==> config.mk <==
export PLATFORM = sky130hd
export DESIGN_NAME = sraa_queue
export DESIGN_NICKNAME = d
export VERILOG_FILES = /design/src/hdl/sraa_pkg.sv /design/src/hdl/sraa_queue.sv
export SDC_FILE = /design/constraint.sdc
export NUM_CORES = 1
export LEC_CHECK = 0
export ABC_CLOCK_PERIOD_IN_PS = 4730
export BUFFER_PORTS_ARGS = -buffer_cell sky130_fd_sc_hd__buf_2
export CAP_MARGIN = 20
export CORE_AREA = 2 2 117 119
export DETAILED_ROUTE_END_ITERATION = 10
export DIE_AREA = 0 0 119 121
export PLACE_DENSITY = 0.81
export SYNTH_ARGS = -nofsm -noshare
export SYNTH_HDL_FRONTEND = slang
export SYNTH_SLANG_ARGS = --single-unit
export TNS_END_PERCENT = 100
==> constraint.sdc <==
create_clock -name clk -period 4.73 [get_ports clk]
set_input_delay 0.946 -clock clk [delete_from_list [all_inputs] [get_ports clk]]
set_output_delay 0.946 -clock clk [all_outputs]
set_load 0.01 [all_outputs]
==> src/hdl/sraa_pkg.sv <==
// Shared types, sizes, request and status codes for the sensor running average alarm.
// Used by every module of the block; it depends on nothing else.
package sraa_pkg;

  // Table and window sizes.
  localparam int TABLE_ENTRIES = 32;
  localparam int AVG_LEN       = 5;

  localparam int USED_W  = $clog2(TABLE_ENTRIES + 1);
  localparam int IDX_W   = (TABLE_ENTRIES > 1) ? $clog2(TABLE_ENTRIES) : 1;
  localparam int FILL_W  = $clog2(AVG_LEN + 1);
  localparam int SUM_W   = 16 + $clog2(AVG_LEN);
  localparam int MAG_W   = SUM_W;

  // Reciprocal divide: quotient estimate is (mag * floor(2^17 / d)) >> 17.
  localparam int RECIP_SHIFT = 17;
  localparam int RECIP_W     = 18;
  localparam int PROD_W      = MAG_W + RECIP_W;

  // Queue between the front and the back.
  localparam int QUEUE_DEPTH = 2;
  localparam int QPTR_W      = (QUEUE_DEPTH > 1) ? $clog2(QUEUE_DEPTH) : 1;
  localparam int QCNT_W      = $clog2(QUEUE_DEPTH + 1);

  // Request types.
  localparam logic REQ_LOAD = 1'b0;
  localparam logic REQ_MEAS = 1'b1;

  // Result status codes.
  localparam logic [1:0] ST_MEASURED = 2'd0;
  localparam logic [1:0] ST_UNKNOWN  = 2'd1;
  localparam logic [1:0] ST_LOADED   = 2'd2;
  localparam logic [1:0] ST_FULL     = 2'd3;

  // Configuration register indexes.
  localparam logic REG_HOT  = 1'b0;
  localparam logic REG_COLD = 1'b1;

  localparam logic signed [15:0] HOT_RESET  = 16'sd2500;
  localparam logic signed [15:0] COLD_RESET = 16'sd1000;

  typedef struct packed {
    logic               req_type;
    logic [15:0]        sensor;
    logic [15:0]        room_id;
    logic signed [15:0] sample_value;
    logic [31:0]        sample_time;
  } item_t;

  typedef struct packed {
    logic [1:0]         status;
    logic [15:0]        room_out;
    logic signed [15:0] average;
    logic               hot;
    logic               cold;
    logic [31:0]        time_out;
  } result_t;

  // Classified request as it sits in the queue.
  typedef struct packed {
    logic               op;
    logic [15:0]        sensor;
    logic [15:0]        room_id;
    logic signed [15:0] sample_value;
    logic [31:0]        sample_time;
  } cmd_t;

  // Queue status seen by the front and the back.
  typedef struct packed {
    logic full;
    logic empty;
  } qstat_t;

  // One table row kept in memory.
  typedef struct packed {
    logic [15:0]                room;
    logic                       full;
    logic [FILL_W-1:0]          fill;
    logic [AVG_LEN-1:0][15:0]   samples;
  } row_t;

  // floor(2^17 / d) for divisors 1 to 16.
  function automatic logic [RECIP_W-1:0] recip(input logic [4:0] d);
    logic [RECIP_W-1:0] r;
    case (d)
      5'd1:    r = 18'd131072;
      5'd2:    r = 18'd65536;
      5'd3:    r = 18'd43690;
      5'd4:    r = 18'd32768;
      5'd5:    r = 18'd26214;
      5'd6:    r = 18'd21845;
      5'd7:    r = 18'd18724;
      5'd8:    r = 18'd16384;
      5'd9:    r = 18'd14563;
      5'd10:   r = 18'd13107;
      5'd11:   r = 18'd11915;
      5'd12:   r = 18'd10922;
      5'd13:   r = 18'd10082;
      5'd14:   r = 18'd9362;
      5'd15:   r = 18'd8738;
      5'd16:   r = 18'd8192;
      default: r = 18'd0;
    endcase
    return r;
  endfunction

endpackage

==> src/hdl/sraa_queue.sv <==
// Short first-in first-out queue of classified requests between front and back.
// Depends on sraa_pkg.
module sraa_queue (
  input  logic              clk,
  input  logic              rst,
  input  logic              push,
  input  sraa_pkg::cmd_t    push_cmd,
  input  logic              pop,
  output sraa_pkg::cmd_t    head,
  output sraa_pkg::qstat_t  qstat
);

  sraa_pkg::cmd_t                      slots [sraa_pkg::QUEUE_DEPTH];
  logic [sraa_pkg::QPTR_W-1:0]         wr_ptr;
  logic [sraa_pkg::QPTR_W-1:0]         rd_ptr;
  logic [sraa_pkg::QCNT_W-1:0]         count;

  localparam logic [sraa_pkg::QPTR_W-1:0] LastPtr = sraa_pkg::QPTR_W'(sraa_pkg::QUEUE_DEPTH - 1);
  localparam logic [sraa_pkg::QCNT_W-1:0] Depth   = sraa_pkg::QCNT_W'(sraa_pkg::QUEUE_DEPTH);

  assign qstat.full  = (count == Depth);
  assign qstat.empty = (count == '0);
  assign head        = slots[rd_ptr];

  // Pointers and fill count.
  always_ff @(posedge clk) begin
    if (rst) begin
      wr_ptr <= '0;
      rd_ptr <= '0;
      count  <= '0;
    end else begin
      if (push) begin
        wr_ptr <= (wr_ptr == LastPtr) ? '0 : wr_ptr + 1'b1;
      end
      if (pop) begin
        rd_ptr <= (rd_ptr == LastPtr) ? '0 : rd_ptr + 1'b1;
      end
      if (push && !pop) begin
        count <= count + 1'b1;
      end else if (pop && !push) begin
        count <= count - 1'b1;
      end
    end
  end

  always_ff @(posedge clk) begin
    if (push) begin
      slots[wr_ptr] <= push_cmd;
    end
  end

endmodule

# Word level (Yosys, flattened, before mapping)
# Memory sizes are Yosys's and may differ from the RTL's. A register that Yosys moved wholly into a read port is not among the register bits.
# Cells that the tools add are included.
totals:
  ff_bits: 4
  latch_bits: 0
  ramBits: 162
  mem_bits_ro: 0
  output_inout_bits: 83
  elab_cells: 23
  mem_count: 1
mem_list:
  columns: ["memory", "words", "width", "rd", "rd_clocked_by_memory_dff", "wr", "line_no", "source"]
  rows:
  - ["slots", 2, 81, 1, 1, 1, "sraa_queue.sv:13", "sraa_pkg::cmd_t slots [sraa_pkg::QUEUE_DEPTH];"]
op_classes:
  addsub: 4
  mul: 0
  div: 0
  order_cmp: 0
  eq_ne: 1
  shifts: 0
  n_mux: 8
  bitwise_logic: 0
  reduce_logical: 6
op_table:
  columns: ["cell", "n"]
  rows:
  - ["$mux 1", 6]
  - ["$mux 2", 2]
  - ["$add 1x1->1 const B", 2]
  - ["$add 2x1->2 const B", 1]
  - ["$eq 2x2->1 const B", 1]
  - ["$logic_and 1x1->1", 2]
  - ["$logic_not 1->1", 2]
  - ["$logic_not 2->1", 1]
  - ["$reduce_bool 2->1", 1]
  - ["$sub 2x1->2 const B", 1]

# Longest topological paths before layout
logic_depth:
  word_depth: 4
  depth_mapped: 5

# Worst setup path before layout
# Ideal clock, no wire load.
synth_timing:
  path_type: "in2reg"
  startpoint: "in push"
  endpoint: "mem slots[0][0] in the netlist's numbering (enable)"
  setup_time_ns: 0.531
  arrival_time_ns: 4.487
  slack_ns: -0.287
  path_stages: 1
  path_buffers: 0
  cell_sequence: "nor2b_1"
synth_between:
  elab_chain_cells: 2
synth_rtl:
  columns: ["element", "line_no", "source"]
  rows:
  - ["start, declared", "sraa_queue.sv:6", "input logic push,"]
  - ["$mux 1", "sraa_queue.sv:47", "if (push) begin"]
  - ["$mux 1 (implied by the code)", "sraa_queue.sv:48", "slots[wr_ptr] <= push_cmd;"]
  - ["end, declared", "sraa_queue.sv:13", null]
# No other way between the ends.

==> out/results.ini <==
[run_status]
status=completed

[logic_synthesis]
ys_seq_elements=167
synthesis.nets=360
yosysSeqAreaShare=0.816
synth_flop_cell=edfxtp_1
synth-edff-count=162
synthCells=274
ys_types=16
syn_area_um2=6080
syn_avg_cell_area_um2=22.2
postSynth.asyncResetShare=0
yosys_warnings=0

[clock_network]
path_clk_slew_ns=0.06
clockBufferDepth=2
h-tree-depth=4
tritoncts=done
cts_sinks=167
cts_resized=0
cts-buffers-inserted=17
cts_setup_buffers=0
clk-insertion-delay-late_ns=0.41
root_buffer=clkbuf_16
cts-hold-fix-buffers=0

[global_routing]
grt_pass1_vias=3329
grt_pass1_wl_um=15800
gr-total-overflow=0
antenna_found_initial=0
grt_use_total=0.148
grt_max_degree=82

[setup_path]
cp-start-kind=register
cp.arrival_ns=2.10
cp.required_ns=3.78
cp_max_fo=81
endpoint_kind=primary output
critPathKind=register to primary output

[finish]
area_growth_pct=26.9
diodes=0
layout_common_cells=167 x buf_2, 162 x edfxtp_1, 81 x mux2_2, 17 x clkbuf_16, 6 x clkbuf_1
layout_commonest_cell=buf_2
final_cell_count_no_fill=643
nets=540
fillers=958
multi_input_area_um2=1030
ff_latch_area_um2=4970
drive_gt1_frac=0.600

[sta]
finClkSkew_ns=0.00688
setup_tns_ns=0
tightest_slew_ns=1.07
fmax_mhz=328
maxSlewHeadroom=0.286
whs_ns=0.517
fin_crit_sh=0.644
finalWorstPathRequiredPeriod_ns=3.05
setup_violations=0
finalHoldViolations=0
rsz0062_at_grt=no
slew_viol_final=0

[routing]
vias=3078
drt-met1-wl_um=4080
highest_layer=met4
dr.pass1.iters=7
viasPerCell=4.79
drc=0
wl_met2_um=5380
ant_nets=0
wl_met3_um=723
wl_um=10300
drt-wirelength-per-cell_um=16.0
dr.first_iter.drc_count=142

[floorplan]
die_x_um=119
start_util=0.465
ioPinCount=168
core_um2=13100
num_rows=42
die_area_um2=14400
die_y_um=121

[power_and_ir_drop]
p_leak_nw=2.90
p_per_area_nw_per_um2=452
peakVddDrop_mv=0.242

[placement]
post-dp-hpwl_um=6620
dp.cells=609
gp_congestion=0.682
port_buffers=167

[hold_path]
worstHoldPathType=register to register

[run]
cap_violations=0

## sequential cells by signal (all words and copies together) (netlist names), named ones only
| register | flops |
|---|---|
| wr_ptr | 1 |
| slots | 162 |
| rd_ptr | 1 |
| count | 2 |
## where the power goes
group / leakage, nW / total, mW / internal, mW / switching, mW
Clock: 0.287 / 1.39 / 0.880 / 0.505
Combinational: 1.05 / 0.328 / 0.169 / 0.159
Sequential: 1.56 / 1.77 / 1.73 / 0.0472
Total: 2.90 / 3.49 / 2.77 / 0.711
## cell families (layout without fill, tap and decap cells)
family / Yosys count / in the layout / share of synthesized area
AOI/OAI and AO/OA: 2 / 2 / 0.00164
xor gates and xnor gates: 4 / 4 / 0.00576
adders and majority gates: 1 / 1 / 0.00206
buffers and inverters: 10 / 203 / 0.0167
DFF: 167 / 167 / 0.816
muxes: 81 / 81 / 0.150
and+or+nand+nor: 9 / 9 / 0.00761
## per-layer routing
layer | vias to the layer above | track usage
met5 | - | 0
met4 | 0 | 0.0499
met3 | 12 | 0.0667
met2 | 120 | 0.255
met1 | 1507 | 0.163
li1 | 1439 | -
## final cells by class
class | count | area share
flip-flops and latches | 167 | 0.644
multi-input cells | 97 | 0.133
repair buffers | 170 | 0.117
clock buffers | 23 | 0.0580
well taps | 176 | 0.0285
clock inverters | 9 | 0.0194
inverters | 1 | 0.000486
## metrics by stage
stage | util | area, um^2 | total power [mW] | worst slack (ns)
after detailed placement | 0.541 | 7070 | 2.13 | 2.00
after floorplan | - | 6080 | 1.99 | 1.23
final | 0.590 | 7720 | 3.49 | 1.68
after CTS | 0.586 | 7670 | 3.52 | 1.64
after global placement | 0.541 | 7070 | 2.12 | 2.08
after global routing | 0.590 | 7720 | 3.61 | 1.55
## Yosys cell counts, types with 2 or more instances
master,number,area share
mux2_2,81,0.15
dfxtp_1,5,0.016
edfxtp_1,162,0.80
xor2_1,2,0.0029
xnor2_1,2,0.0029
nor2_1,5,0.0031
buf_6,8,0.015
## path summary, 6_finish.rpt
kind / start / endpoint / slack (ns) / cells after the start
min reg2reg: count[1] / count[1] / 0.52 / 2
max: register / head[22] / 1.68 / 2
max reg2reg: wr_ptr / slots[1][53] / 3.21 / 2
min: count[1] / count[1] / 0.52 / 2
## worst max-delay path, cell delays in order (launching register included)
cell and delay [ns]:
dfxtp_4 1.02, mux2_2 0.44, buf_2 0.15
(Power assumes the default switching activity.)
