<file path="src/hdl/sraa_pkg.sv">
// Shared types, sizes, request and status codes for the sensor running average alarm.
// Used by every module of the block; it depends on nothing else.
package sraa_pkg;

  // Table and window sizes.
  localparam int TABLE_ENTRIES = 32;
  localparam int AVG_LEN       = 5;

  localparam int USED_W  = $clog2(TABLE_ENTRIES + 1);
  localparam int IDX_W   = (TABLE_ENTRIES > 1) ? $clog2(TABLE_ENTRIES) : 1;
  localparam int FILL_W  = $clog2(AVG_LEN + 1);
  localparam int SUM_W   = 16 + $clog2(AVG_LEN);
  localparam int MAG_W   = SUM_W;

  // Reciprocal divide: quotient estimate is (mag * floor(2^17 / d)) >> 17.
  localparam int RECIP_SHIFT = 17;
  localparam int RECIP_W     = 18;
  localparam int PROD_W      = MAG_W + RECIP_W;

  // Queue between the front and the back.
  localparam int QUEUE_DEPTH = 2;
  localparam int QPTR_W      = (QUEUE_DEPTH > 1) ? $clog2(QUEUE_DEPTH) : 1;
  localparam int QCNT_W      = $clog2(QUEUE_DEPTH + 1);

  // Request types.
  localparam logic REQ_LOAD = 1'b0;
  localparam logic REQ_MEAS = 1'b1;

  // Result status codes.
  localparam logic [1:0] ST_MEASURED = 2'd0;
  localparam logic [1:0] ST_UNKNOWN  = 2'd1;
  localparam logic [1:0] ST_LOADED   = 2'd2;
  localparam logic [1:0] ST_FULL     = 2'd3;

  // Configuration register indexes.
  localparam logic REG_HOT  = 1'b0;
  localparam logic REG_COLD = 1'b1;

  localparam logic signed [15:0] HOT_RESET  = 16'sd2500;
  localparam logic signed [15:0] COLD_RESET = 16'sd1000;

  typedef struct packed {
    logic               req_type;
    logic [15:0]        sensor;
    logic [15:0]        room_id;
    logic signed [15:0] sample_value;
    logic [31:0]        sample_time;
  } item_t;

  typedef struct packed {
    logic [1:0]         status;
    logic [15:0]        room_out;
    logic signed [15:0] average;
    logic               hot;
    logic               cold;
    logic [31:0]        time_out;
  } result_t;

  // Classified request as it sits in the queue.
  typedef struct packed {
    logic               op;
    logic [15:0]        sensor;
    logic [15:0]        room_id;
    logic signed [15:0] sample_value;
    logic [31:0]        sample_time;
  } cmd_t;

  // Queue status seen by the front and the back.
  typedef struct packed {
    logic full;
    logic empty;
  } qstat_t;

  // One table row kept in memory.
  typedef struct packed {
    logic [15:0]                room;
    logic                       full;
    logic [FILL_W-1:0]          fill;
    logic [AVG_LEN-1:0][15:0]   samples;
  } row_t;

  // floor(2^17 / d) for divisors 1 to 16.
  function automatic logic [RECIP_W-1:0] recip(input logic [4:0] d);
    logic [RECIP_W-1:0] r;
    case (d)
      5'd1:    r = 18'd131072;
      5'd2:    r = 18'd65536;
      5'd3:    r = 18'd43690;
      5'd4:    r = 18'd32768;
      5'd5:    r = 18'd26214;
      5'd6:    r = 18'd21845;
      5'd7:    r = 18'd18724;
      5'd8:    r = 18'd16384;
      5'd9:    r = 18'd14563;
      5'd10:   r = 18'd13107;
      5'd11:   r = 18'd11915;
      5'd12:   r = 18'd10922;
      5'd13:   r = 18'd10082;
      5'd14:   r = 18'd9362;
      5'd15:   r = 18'd8738;
      5'd16:   r = 18'd8192;
      default: r = 18'd0;
    endcase
    return r;
  endfunction

endpackage

</file>
<file path="src/hdl/sraa_front.sv">
// Front stage: takes requests from the input channel, classifies them and pushes them
// into the queue. Depends on sraa_pkg.
module sraa_front (
  input  logic              clk,
  input  logic              rst,
  input  logic              item_valid,
  output logic              item_ready,
  input  sraa_pkg::item_t   item,
  input  sraa_pkg::qstat_t  qstat,
  output logic              push,
  output sraa_pkg::cmd_t    push_cmd
);

  logic           held;
  sraa_pkg::cmd_t held_cmd;
  sraa_pkg::cmd_t cls_cmd;

  // Classify: keep only the fields that the request type uses.
  always_comb begin
    cls_cmd        = '0;
    cls_cmd.op     = item.req_type;
    cls_cmd.sensor = item.sensor;
    if (item.req_type == sraa_pkg::REQ_LOAD) begin
      cls_cmd.room_id = item.room_id;
    end else begin
      cls_cmd.sample_value = item.sample_value;
      cls_cmd.sample_time  = item.sample_time;
    end
  end

  // The held request moves on whenever the queue has room.
  assign push       = held && !qstat.full;
  assign push_cmd   = held_cmd;
  assign item_ready = !held || push;

  always_ff @(posedge clk) begin
    if (rst) begin
      held <= 1'b0;
    end else if (item_valid && item_ready) begin
      held <= 1'b1;
    end else if (push) begin
      held <= 1'b0;
    end
  end

  always_ff @(posedge clk) begin
    if (item_valid && item_ready) begin
      held_cmd <= cls_cmd;
    end
  end

endmodule

</file>
<file path="config.mk">
export PLATFORM = sky130hd
export DESIGN_NAME = sraa_front
export DESIGN_NICKNAME = d
export VERILOG_FILES = /design/src/hdl/sraa_pkg.sv /design/src/hdl/sraa_front.sv
export SDC_FILE = /design/constraint.sdc
export NUM_CORES = 1
export LEC_CHECK = 0
export BUFFER_PORTS_ARGS = -buffer_cell sky130_fd_sc_hd__buf_2
export CORE_AREA = 2 2 93 113
export CTS_CLUSTER_DIAMETER = 120
export CTS_CLUSTER_SIZE = 10
export DETAILED_ROUTE_END_ITERATION = 12
export DIE_AREA = 0 0 95 115
export PLACE_DENSITY = 0.61
export SYNTH_ARGS = -nofsm -noshare
export SYNTH_HDL_FRONTEND = slang
export SYNTH_SLANG_ARGS = --single-unit
</file>
<file path="constraint.sdc">
create_clock -name clk -period 2.9 [get_ports clk]
set_input_delay 0.145 -clock clk [delete_from_list [all_inputs] [get_ports clk]]
set_output_delay 0.145 -clock clk [all_outputs]
set_load 0.03 [all_outputs]
</file>
==> Word level (Yosys, flattened, before mapping) <==
Cells that the tools add are included.
{ "classes": {"n_reduce_logical": 6, "n_mux": 2} }
{ "ops": {"columns": ["operator", "count"], "rows": [
  ["logical AND 1 bit", 2],
  ["zero test 1 bit", 2],
  ["two-way mux 1 bit", 2],
  ["nonzero test 2 bit", 1],
  ["logical OR 1 bit", 1]
]} }
{ "word_totals": {"output_inout_bits": 83, "word_cells": 14, "register_bits": 82} }

==> Longest topological paths before layout <==
{ "depth": {"word_depth": 5, "depth_mapped": 2, "depth_no_buf": 2} }

==> Least setup slack after synthesis <==
Ideal clock, no wire load.
{ "synth_path": {"path_kind": "reg-to-reg", "from": "register held", "to": "register held_cmd (netlist bit push_cmd[0]), enable pin", "stages_incl_launch_ff": 3, "setup_time_ps": 448, "slack_ps": -37, "n_path_buf": 0, "synth_period_minus_slack_ps": 2937, "t_arrival_ps": 2489, "cell_sequence": "dfxtp_1 -> nand2_1 -> and2_1"} }
{ "synth_via": {"elab_chain_len": 3, "word_cells_on_any_way": 4, "classes_between": "4 x reduce/logical"} }
{ "synth_rtl": {"columns": ["item", "line", "rtl"], "rows": [
  ["from (decl)", "sraa_front.sv:14", "logic held;"],
  ["from (signal assigned)", "sraa_front.sv:38", "held <= 1'b0;"],
  ["from (signal assigned)", "sraa_front.sv:40", "held <= 1'b1;"],
  ["from (signal assigned)", "sraa_front.sv:42", "held <= 1'b0;"],
  ["zero test 1 bit or logical AND 1 bit (tied branches)", "sraa_front.sv:34, sraa_front.sv:32", null],
  ["logical OR 1 bit (*)", "sraa_front.sv:34", "assign item_ready = !held || push;"],
  ["named net item_ready", "sraa_front.sv:7", "output logic item_ready,"],
  ["logical AND 1 bit (*)", "sraa_front.sv:47", "if (item_valid && item_ready) begin"],
  ["to (signal assigned)", "sraa_front.sv:48", "held_cmd <= cls_cmd;"],
  ["to (decl)", "sraa_front.sv:15", "sraa_pkg::cmd_t held_cmd;"]
]} }
Mark *: on every way through the listed nets, which the timed path passes. The rest lies on a longest branch.
A chain may end at the register's enable or synchronous reset.

==> Worst setup path after layout <==
{ "layout_path": {"from": "register held", "to": "register held_cmd (netlist bit push_cmd[54]), enable pin"} }
{ "layout_via": {"elab_chain_len": 3, "word_cells_on_any_way": 4, "classes_between": "4 x reduce/logical"} }
{ "layout_rtl": {"columns": ["item", "line"], "rows": [
  ["zero test 1 bit or logical AND 1 bit (tied branches)", "sraa_front.sv:34, sraa_front.sv:32"],
  ["logical OR 1 bit (*)", "sraa_front.sv:34"],
  ["logical AND 1 bit (*)", "sraa_front.sv:47"]
]} }
Mark *: on every way between the ends. The rest lies on a longest branch, timed or not.

==> flow_summary.ini <==
[outcome]
status = completed

[yosys]
syn_area_um2 = 2910
ys_types = 10
ys_seq_area_frac = 0.843
synth_warnings = 0
synth_area_per_cell_um2 = 18.5
yosys-top-cells-count = 81 x edfxtp_1, 49 x and2_1, 15 x nor2b_1, 4 x clkbuf_2
ys.flop_type = edfxtp_1
synth.area.top_cells = edfxtp_1 84%, and2_1 11%, nor2b_1 3.2%
synth-edff-count = 81
syn_nets = 243
yosysMostFrequentCell = edfxtp_1
syn_inst = 157
synth-seq-cells = 82
synth_top_area_share = 0.836
yosys.area.top_type = edfxtp_1
async_flop_share = 0

[detailed_routing]
drt-total-wl_mm = 6.17
dr.first_iter.drc_count = 89
wl_met1_mm = 2.16
dr_wl_met3_um = 507
drtAntennaViolNets = 0
via_per_inst = 4.07
vias = 1944
top_layer = met4
wl_met2_mm = 3.32
drc = 0
routedWlPerCell_um = 12.9
first_pass_iters = 4

[worst_setup_path]
critPathSlowestCell = buf_12
worstPathRequired_ns = 2.88
critPathBufInv = 1
crit_fanout = 81
arrival_ns = 1.27
path_delay_family = buffers and inverters
cp_cell_sequence = nand2_1 > and2_4 > buf_12
worstSetupPathType = register to register
max_stage_delay_ns = 0.34
setup.worst_path.end_class = register
startpoint_type = register

[floorplan]
rows = 40
dieArea_um2 = 10900
core-area_um2 = 9860
dieWidth_um = 95
dieHeight_um = 115
ioPinCount = 169
start_util = 0.295

[global_routing]
grt_pass1_wl_mm = 9.03
antenna_found_initial = 0
grt_pass1_vias = 1899
track_usage = 0.113
grt_max_degree = 82
gr-total-overflow = 0

[cts]
cts_tree = yes
post_cts_resized = 0
insertion_delay_ns = 0.33
htreeDepth = 3
clock_tree.root_cell = clkbuf_16
cts_made_buffers = 9
clk_path_buf_depth = 2
clock-sinks = 82
cts_hold_buf = 17
cts.clk_slew.worst_paths_ns = 0.06
postCtsSetupBuffers = 0

[placement]
place_area_um2 = 3900
dp.cells = 445
place.port_buffers = 167
dp_slack_ns = 1.52
place_congestion = 0.711
post-dp-hpwl_mm = 4.27

[layout]
drive_gt1_frac = 0.520
final_design_area_no_fill_um2 = 4380
fin_cells = 478
syn_to_final_growth_pct = 50.4
nNetsFinal = 433
antenna_cells = 0
utilization = 0.444

[power]
finalPower_mw = 2.95
power_density_nw_per_um2 = 675
peakVddDrop_mv = 0.259
p_leak_nw = 1.90

[sta]
finalWorstSetupSlack_ns = 1.61
fin_crit_ns = 1.29
finalSetupTns_ns = 0
hold_ws_ns = 0.0740
worst_slew_pin_slew_ns = 0.872
post-route-period-util = 0.446
finalSetupViolCount = 0
clock.fmax_ghz = 0.773
slew_headroom = 0.419
slew_viol_final = 0
final_hold_viol_count = 0
rsz0062_at_grt = no
fin_skew_ns = 0.00366

[min_path]
hp-class = primary input to register

[run]
drv_cap = 0
[layout by cell type (no fill, tap or decap)]
master	synthesis	layout
and2_4	0	1
bufinv_16	0	2
nand2_1	1	1
nor2_1	1	1
and2_1	49	48
dfxtp_1	1	1
edfxtp_1	81	81
a21oi_1	1	1
clkinv_2	0	2
clkinvlp_4	0	1
clkbuf_16	0	9
nor2b_1	15	15
clkinv_1	0	1
dlygate4sd3_1	0	17
and2b_1	2	2
buf_2	2	167
buf_12	0	1
clkbuf_1	0	1
[worst reg2reg max path, cell delays in order, from the launching register on]
cell	delay [ns]
dfxtp_1	0.32
nand2_1	0.07
and2_4	0.15
buf_12	0.34
[report_power, final]
group / leakage, nW / internal, mW / switching, mW
clock: 0.150 / 0.748 / 0.427
sequential: 0.811 / 1.39 / 0.0167
combinational: 0.934 / 0.129 / 0.240
total: 1.90 / 2.27 / 0.684
[kinds of logic (layout without fill, tap and decap cells)]
logic type | count (synthesis) | count (layout) | share of synthesized area
AO/OA/AOI/OAI | 1 | 1 | 0.00172
buffers and inverters | 6 | 201 | 0.0103
flip-flops | 82 | 82 | 0.843
AND/OR/NAND/NOR | 68 | 68 | 0.145
[registers in the layout, summed over array words and instances, names as in the netlist]
register / count
held: 1
push_cmd: 81
[cell type report]
| class | count | area (µm²) |
|---|---|---|
| fill | 923 | 5480 |
| sequential | 82 | 2450 |
| timing repair buffer | 185 | 1030 |
| multi-input combinational | 69 | 430 |
| clock buffer | 10 | 229 |
| tap | 126 | 158 |
| clock inverter | 6 | 81.3 |
[path summary, 6_finish.rpt]
| check | depth (start not counted) | slack, ns | end | start |
|---|---|---|---|---|
| max | 3 | 1.61 | push_cmd[54] | held |
| min | 3 | 0.07 | held | item_valid |
| max reg2reg | 3 | 1.61 | push_cmd[54] | held |
| min reg2reg | 2 | 0.53 | held | held |
[metal layers]
| metal | vias up | track usage |
|---|---|---|
| met5 | - | 0 |
| li1 | 938 | - |
| met4 | 0 | 0.0734 |
| met1 | 900 | 0.112 |
| met2 | 93 | 0.196 |
| met3 | 13 | 0.0406 |
(Power assumes the default switching activity.)
